[config.mk]
export PLATFORM = sky130hd
export DESIGN_NAME = rkcf_core
export DESIGN_NICKNAME = d
export VERILOG_FILES = /design/src/rtl/rkcf_pkg.sv /design/src/rtl/rkcf_core.sv
export SDC_FILE = /design/constraint.sdc
export NUM_CORES = 2
export LEC_CHECK = 0
export BUFFER_PORTS_ARGS = -buffer_cell sky130_fd_sc_hd__buf_2
export CORE_ASPECT_RATIO = 0.5
export CORE_MARGIN = 2
export CORE_UTILIZATION = 40
export DETAILED_ROUTE_END_ITERATION = 8
export HOLD_SLACK_MARGIN = 0.15
export MAX_ROUTING_LAYER = met4
export PLACE_DENSITY = 0.63
export REMOVE_ABC_BUFFERS = 1
export SYNTH_ARGS = -nofsm -noshare
export SYNTH_HDL_FRONTEND = slang
export SYNTH_SLANG_ARGS = --single-unit
[constraint.sdc]
create_clock -name clk -period 21.2 [get_ports clk]
set_clock_uncertainty 0.05 [all_clocks]
set_input_delay 2.12 -clock clk [delete_from_list [all_inputs] [get_ports clk]]
set_output_delay 2.12 -clock clk [all_outputs]
set_load 0.02 [all_outputs]
[src/rtl/rkcf_pkg.sv]
package rkcf_pkg;

  localparam int MAX_WIDTH_DEF  = 2048;
  localparam int MAX_KERNEL_DEF = 5;
  localparam int COEF_BITS_DEF  = 8;

  localparam int PIX_W   = 32;
  localparam int ACC_W   = 22;
  localparam int SCALE_W = 18;
  localparam int OFFS_W  = 10;
  localparam int PROD_W  = ACC_W + SCALE_W;
  localparam int COEF_VEC_W = 200;
  localparam int ROW_MAX = 4095;

  // Configuration register indexes.
  localparam logic [2:0] REG_KERNEL = 3'd0;
  localparam logic [2:0] REG_WIDTH  = 3'd1;
  localparam logic [2:0] REG_COEF0  = 3'd2;
  localparam logic [2:0] REG_COEF1  = 3'd3;
  localparam logic [2:0] REG_COEF2  = 3'd4;
  localparam logic [2:0] REG_COEF3  = 3'd5;
  localparam logic [2:0] REG_SCALE  = 3'd6;
  localparam logic [2:0] REG_OFFSET = 3'd7;

  // Datapath controls from the sequencer.
  typedef struct packed {
    logic shift;
    logic clear;
    logic mac_en;
    logic scale_en;
  } ctl_t;

endpackage

[src/rtl/rkcf_core.sv]
module rkcf_core #(
  parameter int MAX_KERNEL = rkcf_pkg::MAX_KERNEL_DEF,
  parameter int COEF_BITS  = rkcf_pkg::COEF_BITS_DEF
) (
  input  logic                                      clk,
  input  logic                                      rst_n,
  input  rkcf_pkg::ctl_t                            ctl,
  input  logic                                      k5,
  input  logic [rkcf_pkg::PIX_W-1:0]                pix,
  input  logic [(MAX_KERNEL-1)*rkcf_pkg::PIX_W-1:0] above,
  input  logic [rkcf_pkg::COEF_VEC_W-1:0]           coefs,
  input  logic signed [rkcf_pkg::SCALE_W-1:0]       recip,
  input  logic signed [rkcf_pkg::OFFS_W-1:0]        offset,
  output logic                                      mac_last,
  output logic [7:0]                                res_alpha,
  output logic [7:0]                                res_red,
  output logic [7:0]                                res_green,
  output logic [7:0]                                res_blue
);

  localparam int IW = $clog2(MAX_KERNEL);
  localparam int CB = (COEF_BITS < 8) ? COEF_BITS : 8;
  localparam int PW = rkcf_pkg::PIX_W;
  localparam int AW = rkcf_pkg::ACC_W;
  localparam int TW = rkcf_pkg::PROD_W + 1;

  logic [PW-1:0] win_r [MAX_KERNEL][MAX_KERNEL];
  logic [IW-1:0] mx_r, my_r;
  logic [4:0]    idx_r;
  logic signed [AW-1:0] acc_r [3];
  logic signed [rkcf_pkg::PROD_W-1:0] prod_r [3];

  logic [IW-1:0] kmax, base, half, ctr;
  logic [PW-1:0] tap;
  logic [7:0]    cbyte;
  logic signed [8:0] cval;
  logic [7:0]    res [3];

  always_comb begin
    kmax = k5 ? IW'(4) : IW'(2);
    base = k5 ? IW'(MAX_KERNEL-5) : IW'(MAX_KERNEL-3);
    half = k5 ? IW'(2) : IW'(1);
    ctr  = IW'(MAX_KERNEL-1) - half;
    tap  = win_r[base + my_r][base + mx_r];
    cbyte = coefs[idx_r*8 +: 8];
    cval  = 9'(signed'(cbyte[CB-1:0]));
    mac_last = (mx_r == kmax) && (my_r == kmax);
  end

  always_ff @(posedge clk) begin
    if (!rst_n) begin
      for (int i = 0; i < MAX_KERNEL; i++) begin
        for (int j = 0; j < MAX_KERNEL; j++) begin
          win_r[i][j] <= '0;
        end
      end
    end else if (ctl.shift) begin
      for (int i = 0; i < MAX_KERNEL; i++) begin
        for (int j = 0; j < MAX_KERNEL-1; j++) begin
          win_r[i][j] <= win_r[i][j+1];
        end
      end
      win_r[MAX_KERNEL-1][MAX_KERNEL-1] <= pix;
      for (int j = 0; j < MAX_KERNEL-1; j++) begin
        win_r[MAX_KERNEL-2-j][MAX_KERNEL-1] <= above[j*PW +: PW];
      end
    end
  end

  // Tap walk: one window position per cycle, all three channels together.
  always_ff @(posedge clk) begin
    if (ctl.clear) begin
      mx_r  <= '0;
      my_r  <= '0;
      idx_r <= '0;
      for (int c = 0; c < 3; c++) begin
        acc_r[c] <= '0;
      end
    end else if (ctl.mac_en) begin
      idx_r <= idx_r + 5'd1;
      if (mx_r == kmax) begin
        mx_r <= '0;
        my_r <= my_r + IW'(1);
      end else begin
        mx_r <= mx_r + IW'(1);
      end
      for (int c = 0; c < 3; c++) begin
        acc_r[c] <= acc_r[c] + AW'($signed({1'b0, tap[(2-c)*8 +: 8]}) * cval);
      end
    end
    if (ctl.scale_en) begin
      for (int c = 0; c < 3; c++) begin
        prod_r[c] <= acc_r[c] * recip;
      end
    end
  end

  // A negative total clamps to zero, and a quotient above 255 saturates to 255.
  always_comb begin
    logic signed [TW-1:0] t;
    logic [TW-17:0] q;
    for (int c = 0; c < 3; c++) begin
      t = TW'(prod_r[c]) + (TW'(offset) <<< 16);
      q = (TW-16)'(t >>> 16);
      if (t[TW-1]) begin
        res[c] = 8'd0;
      end else if (q > (TW-16)'(255)) begin
        res[c] = 8'hFF;
      end else begin
        res[c] = q[7:0];
      end
    end
  end

  assign res_red   = res[0];
  assign res_green = res[1];
  assign res_blue  = res[2];
  assign res_alpha = win_r[ctr][ctr][31:24];

endmodule
==> results.json <==
{
  "path_class": "primary input to flop",
  "place_congestion": 0.893,
  "cts_tree": "done",
  "top_layer_used": "met4",
  "htreeDepth": 3,
  "drt_iter0_markers": 4569,
  "outcome": "completed",
  "synthDistinctLibCells": 87,
  "grt_pass1_wl_microns": 351000,
  "rrSetupSlack_ns": 11.98,
  "drc": 0,
  "cts_buffers": 85,
  "wirelength_met1_microns": 98800,
  "antenna_found_initial": 7,
  "die_w_microns": 671,
  "cp_max_fo": 43,
  "start_kind": "primary input",
  "ff_latch_area_sq_um": 23600,
  "fin_cells": 11500,
  "dr.pass1.iters": 5,
  "critPathMostFrequentCell": "fa_1",
  "drv_slew": 0,
  "multi_input_area_sq_um": 57600,
  "coreArea_sq_um": 221000,
  "dp_cells": 11300,
  "dieArea_sq_um": 226000,
  "vias_per_cell": 5.14,
  "place.port_buffers": 403,
  "cts_resized": 0,
  "syn-cell-area_sq_um": 88900,
  "clk_pin_slew_worst_paths_ns": 0.06,
  "crit_arrival_ns": 10.79,
  "start_util": 0.402,
  "synthArstFlopShare": 0,
  "insertion_delay_ns": 0.76,
  "rows": 122,
  "setup_viol": 0,
  "slew_headroom": 0.239,
  "fin_tns_setup_ns": 0,
  "synth_edf_count": 778,
  "rsz0062_at_grt": "false",
  "cts_setup_buffers": 0,
  "wl_met2_microns": 101000,
  "whs_ns": 0.447,
  "grt_max_degree": 278,
  "hold_viol_final": 0,
  "syn_inst": 8310,
  "finalNetCount": 10700,
  "drive_gt1_frac": 0.107,
  "tightest_slew_ns": 1.14,
  "dpl.hpwl_microns": 159000,
  "grt_usage": 0.201,
  "fillers": 21000,
  "hold_class": "flop to flop",
  "ys_seq_area_frac": 0.265,
  "fmax_ghz": 0.0959,
  "clk_path_buf_depth": 3,
  "ys_seq_elements": 789,
  "grt_pass1_vias": 62800,
  "avgSynthCellArea_sq_um": 10.7,
  "period_needed_ns": 10.43,
  "clockRootBuffer": "clkbuf_16",
  "synth.yosys.warnings": 0,
  "wire_per_inst_microns": 18.8,
  "crit_path_max_incr_delay_ns": 0.77,
  "hold_buffers": 0,
  "max-cap-violations": 0,
  "ioPinCount": 428,
  "via_count": 58900,
  "end_kind": "flop",
  "wl_met3_microns": 11700,
  "die_h_microns": 337,
  "slowest_stage": "ha_4",
  "cp_data_required_time_ns": 21.56,
  "finalCritPeriodShare": 0.492,
  "ys.flop_type": "edfxtp_1",
  "wl_microns": 215000,
  "synthToLayoutAreaGrowth_pct": 8.41,
  "cts_sinks": 789,
  "antenna_left": 0,
  "overflow": 0
}
## routing by layer
layer	GRT usage	up-vias
li1	-	26900
met1	0.274	30300
met2	0.323	1429
met3	0.0278	213
met4	0.0407	0
met5	-	-
## cells in the mapped netlist, drive strengths merged (4+ instances only)
cell / count / area share
o41ai: 8 / 0.00087
o21bai: 13 / 0.0011
a211o: 5 / 0.00049
nand2: 852 / 0.036
a211oi: 23 / 0.0020
mux2i: 58 / 0.0065
a221oi: 11 / 0.0011
nor3b: 11 / 0.0011
a31oi: 10 / 0.00070
nand4: 16 / 0.0011
a21o: 61 / 0.0052
mux4: 224 / 0.057
xor2: 61 / 0.0061
o211ai: 9 / 0.00076
nand3: 38 / 0.0021
nand2b: 41 / 0.0029
o22ai: 9 / 0.00063
nor4: 7 / 0.00073
o31ai: 13 / 0.0011
fa: 1332 / 0.30
xnor2: 125 / 0.012
a2111oi: 9 / 0.00096
edfxtp: 778 / 0.26
nor2b: 28 / 0.0020
clkbuf: 445 / 0.019
or2: 24 / 0.0017
mux2: 11 / 0.0014
o22a: 18 / 0.0018
nor2: 367 / 0.016
inv: 1589 / 0.067
or4: 5 / 0.00042
o21a: 34 / 0.0029
nor3: 49 / 0.0029
a31o: 4 / 0.00039
or3: 5 / 0.00035
and2: 425 / 0.030
dfxtp: 11 / 0.0025
o21ai: 90 / 0.0051
nor4b: 4 / 0.00039
and3: 660 / 0.046
ha: 569 / 0.080
buf: 36 / 0.0018
o2111ai: 6 / 0.00059
a21oi: 171 / 0.0096
## layout by cell type (no fill, tap or decap), types with 38 or more instances in the layout
cell and n:
inv_1 1587, fa_1 1332, nand2_1 852, edfxtp_1 778, and3_1 660, ha_1 567, and2_1 425, buf_2 399
nor2_1 367, mux4_2 224, a21oi_1 171, xnor2_1 123, clkbuf_16 85, buf_4 85, o21ai_0 82, a21o_1 59
xor2_1 59, mux2i_1 52, nor3_1 48, nand2b_1 39, nand3_1 38
## through the flow
stage	utilization	setup WS (ns)	cell area, sq um
finish	0.436	10.77	96300
global route	0.436	10.29	96300
CTS	0.436	10.82	96300
detailed placement	0.423	10.10	93600
global placement	0.423	10.10	93600
floorplan	-	2.67	87000
## path summary, 6_finish.rpt
| path | end | cells after the start | from |
|---|---|---|---|
| min reg2reg | win_r[2][106] | 1 | win_r[2][74] |
| max reg2reg | acc_r[0][43] | 23 | my_r[0] |
| min | win_r[2][106] | 1 | win_r[2][74] |
| max | acc_r[0][43] | 25 | k5 |
## sequential cells by signal (all words and copies together) (netlist names)
name / cells
my_r: 3
idx_r: 5
win_r: 640
prod_r: 72
acc_r: 66
mx_r: 3
## area by class of cell
class | instances | share of cell area
antenna | 5 | 0.000130
sequential | 789 | 0.245
tap | 2976 | 0.0387
inverter | 1590 | 0.0620
clock inverter | 46 | 0.00565
timing repair buffer | 488 | 0.0281
clock buffer | 110 | 0.0231
multi-input combinational | 5450 | 0.598
## worst max-delay path: cells and delay by family
kind / cells / cell delay, ns
buffers and inverters: 5 / 1.18
XOR/XNOR: 1 / 0.16
multiplexers: 3 / 1.18
AO/OA/AOI/OAI: 7 / 2.39
AND/OR/NAND/NOR: 2 / 0.18
adder cells (fa/ha/maj): 7 / 3.53
## logic make-up after synthesis
kind of cell             Yosys count  share of synthesized area
AND/OR/NAND/NOR                 2540                      0.144
flip-flops                       789                      0.265
buffers and inverters           2071                     0.0877
adder cells (fa/ha/maj)         1901                      0.380
XOR/XNOR                         186                     0.0185
AO/OA/AOI/OAI                    530                     0.0392
multiplexers                     293                     0.0647
Power is left out: the tool's default activity adds up to more than one toggle a clock period on the data nets, which glitch-free logic cannot reach.
